--- config.mk ---
export PLATFORM = sky130hd
export DESIGN_NAME = itch_order_message_parser
export DESIGN_NICKNAME = d
export VERILOG_FILES = /design/src/rtl/iop_pkg.sv /design/src/rtl/iop_in_stage.sv /design/src/rtl/iop_frame.sv /design/src/rtl/iop_out_stage.sv /design/src/rtl/itch_order_message_parser.sv
export SDC_FILE = /design/constraint.sdc
export NUM_CORES = 1
export LEC_CHECK = 0
export BUFFER_PORTS_ARGS = -buffer_cell sky130_fd_sc_hd__buf_2
export CAP_MARGIN = 15
export CELL_PAD_IN_SITES_DETAIL_PLACEMENT = 1
export CELL_PAD_IN_SITES_GLOBAL_PLACEMENT = 2
export CORE_ASPECT_RATIO = 1.2
export CORE_MARGIN = 2
export CORE_UTILIZATION = 35
export DETAILED_ROUTE_END_ITERATION = 7
export HOLD_SLACK_MARGIN = 0.15
export PLACE_DENSITY = 0.82
export SLEW_MARGIN = 20
export SYNTH_ARGS = -nofsm -noshare
export SYNTH_HDL_FRONTEND = slang
export SYNTH_SLANG_ARGS = --single-unit
--- constraint.sdc ---
create_clock -name clk -period 6.3 [get_ports clk]
set_input_delay 0.315 -clock clk [delete_from_list [all_inputs] [get_ports clk]]
set_output_delay 0.315 -clock clk [all_outputs]
set_load 0.02 [all_outputs]
--- src/rtl/iop_pkg.sv ---
// Shared types, message codes and helpers for the ITCH order message parser.
`timescale 1ns / 1ps
package iop_pkg;

  localparam int COUNT_LIMIT_DEF = 63;

  localparam logic [7:0] CH_A = 8'h41;
  localparam logic [7:0] CH_F = 8'h46;
  localparam logic [7:0] CH_E = 8'h45;
  localparam logic [7:0] CH_C = 8'h43;
  localparam logic [7:0] CH_X = 8'h58;
  localparam logic [7:0] CH_D = 8'h44;
  localparam logic [7:0] CH_U = 8'h55;
  localparam logic [7:0] CH_B = 8'h42;
  localparam logic [7:0] CH_S = 8'h53;

  localparam logic [7:0] LEN_A = 8'd36;
  localparam logic [7:0] LEN_F = 8'd40;
  localparam logic [7:0] LEN_E = 8'd31;
  localparam logic [7:0] LEN_C = 8'd36;
  localparam logic [7:0] LEN_X = 8'd23;
  localparam logic [7:0] LEN_D = 8'd19;
  localparam logic [7:0] LEN_U = 8'd35;

  typedef enum logic [2:0] {
    ST_OK     = 3'd0,
    ST_EMPTY  = 3'd1,
    ST_LENGTH = 3'd2,
    ST_SIDE   = 3'd3,
    ST_TYPE   = 3'd4
  } status_t;

  typedef enum logic [2:0] {
    EV_ADD     = 3'd0,
    EV_EXECUTE = 3'd1,
    EV_CANCEL  = 3'd2,
    EV_DELETE  = 3'd3,
    EV_REPLACE = 3'd4
  } kind_t;

  typedef struct packed {
    logic [7:0] byte_value;
    logic       last_byte;
    logic       empty_frame;
  } in_word_t;

  typedef struct packed {
    logic        pad;
    logic [31:0] price;
    logic [31:0] quantity;
    logic        sell_side;
    logic [63:0] new_order_number;
    logic [63:0] order_number;
    logic [47:0] timestamp;
    logic [15:0] locate_id;
    kind_t       event_kind;
    status_t     status;
  } result_t;

  localparam int RESULT_W = $bits(result_t);

  function automatic logic in_span(input logic [7:0] pos, input logic [7:0] first,
                                   input logic [7:0] last);
    in_span = (pos >= first) && (pos <= last);
  endfunction

endpackage

--- src/rtl/iop_in_stage.sv ---
// Input register stage for the incoming message byte stream.
`timescale 1ns / 1ps
module iop_in_stage (
  input  logic              clk,
  input  logic              rst_n,
  input  logic              in_tvalid,
  output logic              in_tready,
  input  logic [7:0]        in_tdata,
  input  logic              in_tlast,
  input  logic              in_tuser,
  output logic              word_valid,
  output iop_pkg::in_word_t word,
  input  logic              word_take
);
  import iop_pkg::*;

  logic     valid_r, valid_nxt;
  in_word_t word_r;

  assign in_tready = !valid_r || word_take;

  always_comb begin
    valid_nxt = valid_r;
    if (in_tready) begin
      valid_nxt = in_tvalid;
    end
  end

  always_ff @(posedge clk) begin
    if (!rst_n) begin
      valid_r <= 1'b0;
    end else begin
      valid_r <= valid_nxt;
    end
  end

  always_ff @(posedge clk) begin
    if (in_tready && in_tvalid) begin
      word_r <= '{byte_value: in_tdata, last_byte: in_tlast, empty_frame: in_tuser};
    end
  end

  assign word_valid = valid_r;
  assign word       = word_r;

endmodule

--- src/rtl/iop_frame.sv ---
// Frame accumulator: gathers fields by byte offset and builds the result at frame end.
`timescale 1ns / 1ps
module iop_frame #(
  parameter int COUNT_LIMIT = iop_pkg::COUNT_LIMIT_DEF
) (
  input  logic               clk,
  input  logic               rst_n,
  input  logic               word_valid,
  input  iop_pkg::in_word_t  word,
  output logic               word_take,
  input  logic               res_free,
  output logic               res_valid,
  output iop_pkg::result_t   res
);
  import iop_pkg::*;

  localparam int CW = $clog2(COUNT_LIMIT + 1);

  logic [CW-1:0] byte_count_r, byte_count_nxt;
  logic [7:0]    type_code_r, type_code_nxt;
  logic [15:0]   locate_r, locate_nxt;
  logic [47:0]   time_r, time_nxt;
  logic [63:0]   order_r, order_nxt;
  logic [63:0]   new_order_r, new_order_nxt;
  logic [7:0]    side_r, side_nxt;
  logic [31:0]   qty_r, qty_nxt;
  logic [31:0]   price_r, price_nxt;

  logic       ends;
  logic [7:0] pos;
  logic [7:0] b;
  logic       is_add, is_exec, is_repl;
  logic [7:0] need;
  logic       known, has_qty, has_price;
  kind_t      kind;
  result_t    res_c;

  assign ends      = word.last_byte || word.empty_frame;
  assign word_take = word_valid && (!ends || res_free);
  assign res_valid = word_take && ends;
  assign pos       = 8'(byte_count_r);
  assign b         = word.byte_value;
  assign is_add    = (type_code_r == CH_A) || (type_code_r == CH_F);
  assign is_exec   = (type_code_r == CH_E) || (type_code_r == CH_C) || (type_code_r == CH_X);
  assign is_repl   = (type_code_r == CH_U);

  always_comb begin
    byte_count_nxt = byte_count_r;
    type_code_nxt  = type_code_r;
    locate_nxt     = locate_r;
    time_nxt       = time_r;
    order_nxt      = order_r;
    new_order_nxt  = new_order_r;
    side_nxt       = side_r;
    qty_nxt        = qty_r;
    price_nxt      = price_r;
    if (byte_count_r < CW'(COUNT_LIMIT)) begin
      byte_count_nxt = byte_count_r + CW'(1);
      if (pos == 8'd0) begin
        type_code_nxt = b;
      end else begin
        if (in_span(pos, 8'd1, 8'd2))   locate_nxt = {locate_r[7:0], b};
        if (in_span(pos, 8'd5, 8'd10))  time_nxt   = {time_r[39:0], b};
        if (in_span(pos, 8'd11, 8'd18)) order_nxt  = {order_r[55:0], b};
        if (is_add) begin
          if (pos == 8'd19)               side_nxt  = b;
          if (in_span(pos, 8'd20, 8'd23)) qty_nxt   = {qty_r[23:0], b};
          if (in_span(pos, 8'd32, 8'd35)) price_nxt = {price_r[23:0], b};
        end else if (is_exec) begin
          if (in_span(pos, 8'd19, 8'd22)) qty_nxt   = {qty_r[23:0], b};
        end else if (is_repl) begin
          if (in_span(pos, 8'd19, 8'd26)) new_order_nxt = {new_order_r[55:0], b};
          if (in_span(pos, 8'd27, 8'd30)) qty_nxt       = {qty_r[23:0], b};
          if (in_span(pos, 8'd31, 8'd34)) price_nxt     = {price_r[23:0], b};
        end
      end
    end
  end

  always_comb begin
    need      = LEN_A;
    kind      = EV_ADD;
    known     = 1'b1;
    has_qty   = 1'b1;
    has_price = 1'b0;
    unique case (type_code_nxt)
      CH_A: begin need = LEN_A; kind = EV_ADD; has_price = 1'b1; end
      CH_F: begin need = LEN_F; kind = EV_ADD; has_price = 1'b1; end
      CH_E: begin need = LEN_E; kind = EV_EXECUTE; end
      CH_C: begin need = LEN_C; kind = EV_EXECUTE; end
      CH_X: begin need = LEN_X; kind = EV_CANCEL; end
      CH_D: begin need = LEN_D; kind = EV_DELETE; has_qty = 1'b0; end
      CH_U: begin need = LEN_U; kind = EV_REPLACE; has_price = 1'b1; end
      default: known = 1'b0;
    endcase
  end

  always_comb begin
    res_c = '0;
    if (word.empty_frame) begin
      res_c.status = ST_EMPTY;
    end else if (!known) begin
      res_c.status = ST_TYPE;
    end else if (8'(byte_count_nxt) != need) begin
      res_c.status = ST_LENGTH;
    end else if (kind == EV_ADD && side_nxt != CH_B && side_nxt != CH_S) begin
      res_c.status = ST_SIDE;
    end else begin
      res_c.status           = ST_OK;
      res_c.event_kind       = kind;
      res_c.locate_id        = locate_nxt;
      res_c.timestamp        = time_nxt;
      res_c.order_number     = order_nxt;
      res_c.new_order_number = (kind == EV_REPLACE) ? new_order_nxt : 64'd0;
      res_c.sell_side        = (kind == EV_ADD) && (side_nxt == CH_S);
      res_c.quantity         = has_qty ? qty_nxt : 32'd0;
      res_c.price            = has_price ? price_nxt : 32'd0;
    end
  end

  assign res = res_c;

  always_ff @(posedge clk) begin
    if (!rst_n || (word_take && ends)) begin
      byte_count_r <= '0;
      type_code_r  <= '0;
      locate_r     <= '0;
      time_r       <= '0;
      order_r      <= '0;
      new_order_r  <= '0;
      side_r       <= '0;
      qty_r        <= '0;
      price_r      <= '0;
    end else if (word_take) begin
      byte_count_r <= byte_count_nxt;
      type_code_r  <= type_code_nxt;
      locate_r     <= locate_nxt;
      time_r       <= time_nxt;
      order_r      <= order_nxt;
      new_order_r  <= new_order_nxt;
      side_r       <= side_nxt;
      qty_r        <= qty_nxt;
      price_r      <= price_nxt;
    end
  end

endmodule

--- src/rtl/iop_out_stage.sv ---
// Output register holding one parsed result until the downstream side takes it.
`timescale 1ns / 1ps
module iop_out_stage (
  input  logic                              clk,
  input  logic                              rst_n,
  input  logic                              res_valid,
  input  iop_pkg::result_t                  res,
  output logic                              res_free,
  output logic                              out_tvalid,
  input  logic                              out_tready,
  output logic [iop_pkg::RESULT_W-1:0]      out_tdata
);
  import iop_pkg::*;

  logic    valid_r, valid_nxt;
  result_t data_r;

  assign res_free = !valid_r || out_tready;

  always_comb begin
    valid_nxt = valid_r;
    if (res_free) begin
      valid_nxt = res_valid;
    end
  end

  always_ff @(posedge clk) begin
    if (!rst_n) begin
      valid_r <= 1'b0;
    end else begin
      valid_r <= valid_nxt;
    end
  end

  always_ff @(posedge clk) begin
    if (res_free && res_valid) begin
      data_r <= res;
    end
  end

  assign out_tvalid = valid_r;
  assign out_tdata  = data_r;

endmodule

--- src/rtl/itch_order_message_parser.sv ---
// Top level of the ITCH order message parser.
`timescale 1ns / 1ps
// Takes one message byte per cycle with no gaps needed between frames; the result of a
// frame is loaded into the output register, raising out_tvalid, when its last byte leaves
// the input register, since the fields are decoded combinationally between the two registers.
// in_tready falls only while a finished result is held by a stalled output and the word
// waiting in the input register ends a frame.
module itch_order_message_parser #(
  parameter int COUNT_LIMIT = iop_pkg::COUNT_LIMIT_DEF
) (
  input  logic                         clk,
  input  logic                         rst_n,
  input  logic                         in_tvalid,
  output logic                         in_tready,
  input  logic [7:0]                   in_tdata,   // byte_value
  input  logic                         in_tlast,
  input  logic                         in_tuser,   // empty_frame
  output logic                         out_tvalid,
  input  logic                         out_tready,
  // status, event_kind, locate_id, timestamp, order_number, new_order_number,
  // sell_side, quantity, price, one zero pad bit
  output logic [iop_pkg::RESULT_W-1:0] out_tdata
);
  import iop_pkg::*;

  logic     word_valid, word_take;
  in_word_t word;
  logic     res_valid, res_free;
  result_t  res;

  iop_in_stage u_in (
    .clk        (clk),
    .rst_n      (rst_n),
    .in_tvalid  (in_tvalid),
    .in_tready  (in_tready),
    .in_tdata   (in_tdata),
    .in_tlast   (in_tlast),
    .in_tuser   (in_tuser),
    .word_valid (word_valid),
    .word       (word),
    .word_take  (word_take)
  );

  iop_frame #(
    .COUNT_LIMIT (COUNT_LIMIT)
  ) u_frame (
    .clk        (clk),
    .rst_n      (rst_n),
    .word_valid (word_valid),
    .word       (word),
    .word_take  (word_take),
    .res_free   (res_free),
    .res_valid  (res_valid),
    .res        (res)
  );

  iop_out_stage u_out (
    .clk        (clk),
    .rst_n      (rst_n),
    .res_valid  (res_valid),
    .res        (res),
    .res_free   (res_free),
    .out_tvalid (out_tvalid),
    .out_tready (out_tready),
    .out_tdata  (out_tdata)
  );

endmodule
==> flow_summary.json, run 1 <==
{
  "p_per_area_nw_per_um2": 260.1,
  "yosys.area_share.adder_pct": 0.2466,
  "synth-edff-count": 273,
  "cts_tree": "built",
  "rsz0062_at_grt": "false",
  "ios": 280,
  "syn_area_um2": 25370,
  "synth_area_leaders": "edfxtp_1 (32%), dfxtp_1 (22%), mux2i_1 (11%)",
  "grt_pass1_vias": 19430,
  "grt_use_total_pct": 19.79,
  "core_um2": 72020,
  "synth_most_common_cell": "nand2_1",
  "die_area_um2": 74660,
  "cts_setup_buffers": 0,
  "regArea_um2": 13800,
  "port_buffers": 278,
  "netSwitchingPower_mw": 1.728,
  "grt_util_met1_pct": 24.27,
  "ant_nets": 0,
  "synthDistinctLibCells": 70,
  "ys_warn_count": 0,
  "cts-buffers-inserted": 58,
  "met3_usage_pct": 4.259,
  "drc": 0,
  "cp.arrival_ns": 5.01,
  "drt_iter0_drc": 976,
  "timing.final.max_slew_violations": 0,
  "die_h_um": 298.9,
  "use_met2_pct": 34.47,
  "p_int_mw": 5.964,
  "critical_path_class": "reg2reg",
  "synthToLayoutAreaGrowth_pct": 16.59,
  "grt_max_degree": 125,
  "finalCriticalPeriod_ns": 4.602,
  "skew_ns": 0.04186,
  "synth_compound_area_share_pct": 9.273,
  "synth_xor_area_share_pct": 0.1726,
  "yosysTopAreaCell": "edfxtp_1",
  "multiInputGateArea_um2": 10610,
  "vias": 18470,
  "dpl_cell_area_um2": 27430,
  "critPathLaunchType": "flip-flop",
  "cts_max_level": 2,
  "fin_tns_setup_ns": 0,
  "switching_share_pct": 22.47,
  "fill_cells": 7811,
  "hold_viol_final": 0,
  "required_ns": 6.70,
  "final_nets": 2499,
  "synth_common_cells": "nand2_1 (538), dfxtp_1 (280), edfxtp_1 (273)",
  "grt_antenna_before_repair": 2,
  "status": "finished, final reports clean",
  "synth-simple-area-share_pct": 20.83,
  "path_max_fanout": 64,
  "synthMuxAreaShare_pct": 10.70,
  "syn-num-nets": 2325,
  "syn_area_per_cell_um2": 11.00,
  "synth_seq_area_share_pct": 54.41,
  "grt_pass1_wl_mm": 116.7,
  "final_core_util_pct": 41.06,
  "fmax_mhz": 217.3,
  "worst_pin_slew_ns": 1.108,
  "drive_gt1_share_pct": 26.97,
  "p_comb_share_pct": 3.7,
  "avgViaCountPerCell": 5.332,
  "gp_congestion": 0.8116,
  "fp-row-count": 108,
  "end_kind": "flip-flop",
  "fin_total_pwr_mw": 7.692,
  "grt_overflow": 0,
  "dr.pass1.iters": 7,
  "maxCapViolCount": 0,
  "wl_per_cell_um": 21.75,
  "synthCells": 2306,
  "insertion_delay_ns": 0.63,
  "ys_ff_latch": 553,
  "clockBufferDepth": 3,
  "power_frac_seq_pct": 49.7,
  "clkSlewWorstSetupHoldPaths_ns": 0.06,
  "p_clk_share_pct": 46.6,
  "grt_most_used_layer": "met2",
  "clock-sinks": 553,
  "hold_class": "in2reg",
  "hpwlAfterDp_mm": 46.98,
  "synth_top_area_share_pct": 32.32,
  "setup_viol": 0,
  "async_flop_share_pct": 0,
  "stdcell_area_um2": 29580,
  "wirelength_mm": 75.36,
  "p_leak_nw": 9.879,
  "irDropWorstVdd_uv": 210.9,
  "synth-main-ff-cell": "dfxtp_1",
  "die_width_um": 249.8,
  "synth_top_family_by_area": "simple AND/OR/NAND/NOR gates",
  "initial_core_util_pct": 35.22,
  "max_slew_margin_pct": 26.12,
  "cts-root-buf": "clkbuf_16",
  "fin_crit_sh_pct": 73.05
}
==> final timing paths <==
check	end	from	slack, ns	cells past startpoint
setup reg to reg	u_out.out_tdata[18]	u_frame.byte_count_r[5]	1.70	8
hold / removal	u_in.word[1]	in_tlast	0.39	2
hold reg to reg	u_frame.new_order_r[59]	u_frame.new_order_r[59]	0.45	2
setup / recovery	u_out.out_tdata[18]	u_frame.byte_count_r[5]	1.70	8
==> per-layer routing <==
metal / share of wire [%] / wire, µm
met4: 3.1 / 2309
met2: 50 / 37650
met3: 5.0 / 3778
met1: 42 / 31610
met5: 0.017 / 13
==> final cells by class <==
cell class	count	share of cell area (%)
clock inverters	24	1.011
repair buffers	337	6.701
diodes	1	0.008461
multi-input cells	1523	35.86
inverters	7	0.1015
clock buffers	85	5.694
well taps	935	3.955
flip-flops and latches	553	46.67
==> power groups by stage <==
stage / logic (mW) / registers, mW / clock network (mW)
detailed placement: 0.279 / 3.90 / 0
global placement: 0.273 / 3.90 / 0
floorplan: 0.155 / 3.92 / 0
finish: 0.282 / 3.82 / 3.59
CTS: 0.287 / 3.82 / 3.68
global route: 0.305 / 3.82 / 3.82
==> registers in the layout, summed over array words and instances (netlist names), 6 cells and up <==
name / cells
u_in.word: 10
u_frame.qty_r: 32
u_frame.price_r: 32
u_frame.locate_r: 16
u_out.out_tdata: 263
u_frame.type_code_r: 8
u_frame.order_r: 64
u_frame.time_r: 48
u_frame.byte_count_r: 6
u_frame.new_order_r: 64
u_frame.side_r: 8
==> logic make-up (layout without fill, tap and decap cells) <==
| logic type | count (synthesis) | in the layout |
|---|---|---|
| other | 1 | 2 |
| xor gates and xnor gates | 5 | 5 |
| adders and majority gates | 5 | 5 |
| DFF | 553 | 553 |
| buffers and inverters | 230 | 453 |
| and+or+nand+nor | 917 | 917 |
| AOI/OAI and AO/OA | 324 | 324 |
| muxes | 271 | 271 |
==> worst max-delay path, stage by stage, from the launching register on <==
cell      delay, ns
dfxtp_1        0.51
nor4_4         0.50
and2_1         0.75
mux2i_1        0.35
a22o_1         0.30
a211oi_2       0.30
nand3_4        0.61
buf_12         0.52
nor4_2         0.46
==> placed cells by master (no fill, tap or decap), types with 5 or more instances in the layout <==
| master | instances |
|---|---|
| nand2_1 | 534 |
| nor3_1 | 6 |
| dlygate4sd3_1 | 14 |
| nor4_1 | 26 |
| ha_1 | 5 |
| bufinv_16 | 6 |
| clkinv_2 | 7 |
| nand3_1 | 20 |
| mux2i_1 | 269 |
| clkinv_1 | 6 |
| a2111oi_1 | 5 |
| nor2_1 | 93 |
| clkbuf_16 | 59 |
| a2111oi_2 | 57 |
| clkbuf_1 | 15 |
| nor2b_1 | 5 |
| a2111oi_0 | 6 |
| buf_4 | 36 |
| dfxtp_1 | 280 |
| nand2b_1 | 5 |
| buf_12 | 9 |
| clkbuf_8 | 11 |
| edfxtp_1 | 273 |
| inv_1 | 6 |
| nor4_2 | 172 |
| a21oi_1 | 212 |
| o21ai_0 | 6 |
| buf_2 | 278 |
==> repair_timing <==
| action | CTS | global route |
|---|---|---|
| gates resized for setup | 0 | 0 |
| hold endpoints to repair | 12 | 0 |
| hold buffers | 14 | 0 |
==> through the flow <==
stage / setup WS (ns) / hold WS (ns) / instances
after CTS: 1.607 / 0.3548 / 3463
after global placement: 1.757 / 0.4390 / 3339
after detailed placement: 1.665 / 0.4449 / 3340
after global routing: 1.344 / 0.3788 / 3465
after floorplan: 0.8982 / 0.4139 / 2306
final: 1.698 / 0.3920 / 3465
Note: power is estimated with default switching activity, not from simulation.
==> inputs of run 2 (changes only) <==
Clock period 6.3 ns to 4.2 ns, I/O delays scaled along.
==> run 2 against run 1 <==
  * First-iteration DRC count fell by 0.10%
  * Via count increased by 0.30%
  * Critical path type unchanged
  * Die area stayed put
==> flow_summary.json, run 2 (synthesis results as in run 1) <==
{
  "path_max_fanout": 19,
  "multiInputGateArea_um2": 10620,
  "vias": 18530,
  "slowest_stage": "a2111oi_0",
  "final_cells": 3492,
  "grt_pass1_vias": 19330,
  "insertion_delay_ns": 0.63,
  "fill_cells": 7836,
  "fmax_mhz": 246.5,
  "hold-worst-slack_ns": 0.3035,
  "ant_nets": 0,
  "clockBufferDepth": 3,
  "final_core_util_pct": 41.37,
  "maxCapViolCount": 0,
  "netSwitchingPower_mw": 2.599,
  "worst_pin_slew_ns": 1.082,
  "crit_family": "compound AO/OA/AOI/OAI gates",
  "wirelength_mm": 74.14,
  "end_kind": "flip-flop",
  "cp.buffers_inverters": 2,
  "switching_share_pct": 22.96,
  "regArea_um2": 13810,
  "synthToLayoutAreaGrowth_pct": 17.46,
  "dp_slack_ns": 0.2088,
  "hpwlAfterDp_mm": 48.43,
  "placed_cells": 3367,
  "grt_pass1_wl_mm": 116.0,
  "cts_tree": "built",
  "final_nets": 2526,
  "fin_tns_setup_ns": 0,
  "largest_reg_flops": 263,
  "p_leak_nw": 10.01,
  "hold_viol_final": 0,
  "critPathMaxStageDelay_ns": 1.04,
  "gp_congestion": 0.8479,
  "core_um2": 72020,
  "avgViaCountPerCell": 5.306,
  "grt_antenna_before_repair": 1,
  "critical_path_class": "reg2reg",
  "grt_max_degree": 99,
  "cts-buffers-inserted": 58,
  "initial_core_util_pct": 35.22,
  "stdcell_area_um2": 29800,
  "crit_chain": "inv_1 -> ha_1 -> and2_1 -> buf_4 -> nor4_1 -> a41oi_1 -> xor2_1 -> nand3_4 -> a2111oi_0",
  "wl_per_cell_um": 21.23,
  "setup_viol": 0,
  "die_h_um": 298.9,
  "fp-row-count": 108,
  "cts_setup_buffers": 0,
  "grt_use_total_pct": 19.42,
  "clock-sinks": 553,
  "final_cell_mix": "nand2_1 (534), dfxtp_1 (279), buf_2 (278)",
  "skew_ns": 0.03100,
  "cp.arrival_ns": 4.34,
  "clkSlewWorstSetupHoldPaths_ns": 0.06,
  "drt_iter0_drc": 975,
  "rsz0062_at_grt": "false",
  "die_area_um2": 74660,
  "port_buffers": 278,
  "timing.final.max_slew_violations": 0,
  "cts_max_level": 2,
  "hold_class": "in2reg",
  "critPathLaunchType": "flip-flop",
  "die_width_um": 249.8,
  "cts-root-buf": "clkbuf_16",
  "status": "finished, final reports clean",
  "required_ns": 4.48,
  "fin_crit_sh_pct": 96.59,
  "drive_gt1_share_pct": 27.82,
  "finalCriticalPeriod_ns": 4.057,
  "drc": 0,
  "dr.pass1.iters": 4,
  "p_per_area_nw_per_um2": 379.7,
  "power_frac_seq_pct": 50.6,
  "irDropWorstVdd_uv": 321.1,
  "dpl_cell_area_um2": 27760,
  "final_common_cell": "nand2_1",
  "p_int_mw": 8.717,
  "p_clk_share_pct": 45.4,
  "fin_ws_ns": 0.1431,
  "p_comb_share_pct": 4.0,
  "fin_total_pwr_mw": 11.32,
  "grt_overflow": 0,
  "ios": 280,
  "max_slew_margin_pct": 26.03
}
[run 2: worst register-to-register path: cells and delay by family, from the launching register on]
family,cells,cell delay (ns)
AO/OA/AOI/OAI,2,1.16
AND/OR/NAND/NOR,3,1.06
adder cells (fa/ha/maj),1,0.33
buffers and inverters,2,0.41
XOR/XNOR,1,0.30
flip-flops,1,0.48
[run 2: final cells by class]
cell class                 instances  area share, %
sequential                       553          46.33
multi-input combinational       1523          35.65
timing repair buffer             364          7.688
clock buffer                      78          5.324
tap                              935          3.926
clock inverter                    31         0.9657
inverter                           7         0.1008
antenna                            1       0.008398
[run 2: routing by layer]
| layer | GRT usage [%] | vias to the layer above | routed length (µm) |
|---|---|---|---|
| met5 | 0 | - | 0 |
| met4 | 5.207 | 0 | 1780 |
| met3 | 4.111 | 102 | 3746 |
| met2 | 33.63 | 339 | 37000 |
| met1 | 24.50 | 9353 | 31600 |
| li1 | - | 8736 | - |
[run 2: power groups by stage]
stage,clock network (mW),logic [mW],registers [mW]
after floorplan,0,0.233,5.89
after detailed placement,0,0.447,5.84
after CTS,5.29,0.459,5.72
final,5.14,0.455,5.72
after global placement,0,0.437,5.84
after global routing,5.47,0.488,5.73
[run 2: final timing paths]
check | start | to | slack, ns | cells after the start
worst max-delay path | u_frame.byte_count_r[0] | u_out.out_tdata[3] | 0.14 | 9
worst min-delay path | in_tlast | u_in.word[1] | 0.30 | 2
worst max register to register | u_frame.byte_count_r[0] | u_out.out_tdata[3] | 0.14 | 9
worst min register to register | u_frame.new_order_r[56] | u_frame.new_order_r[56] | 0.45 | 2
[run 2: timing repair]
action                                  in CTS  in global routing
hold buffers                                15                  0
gates resized for setup                      0                  1
endpoints found under the setup margin       0                  1
endpoints found under the hold margin       12                  0
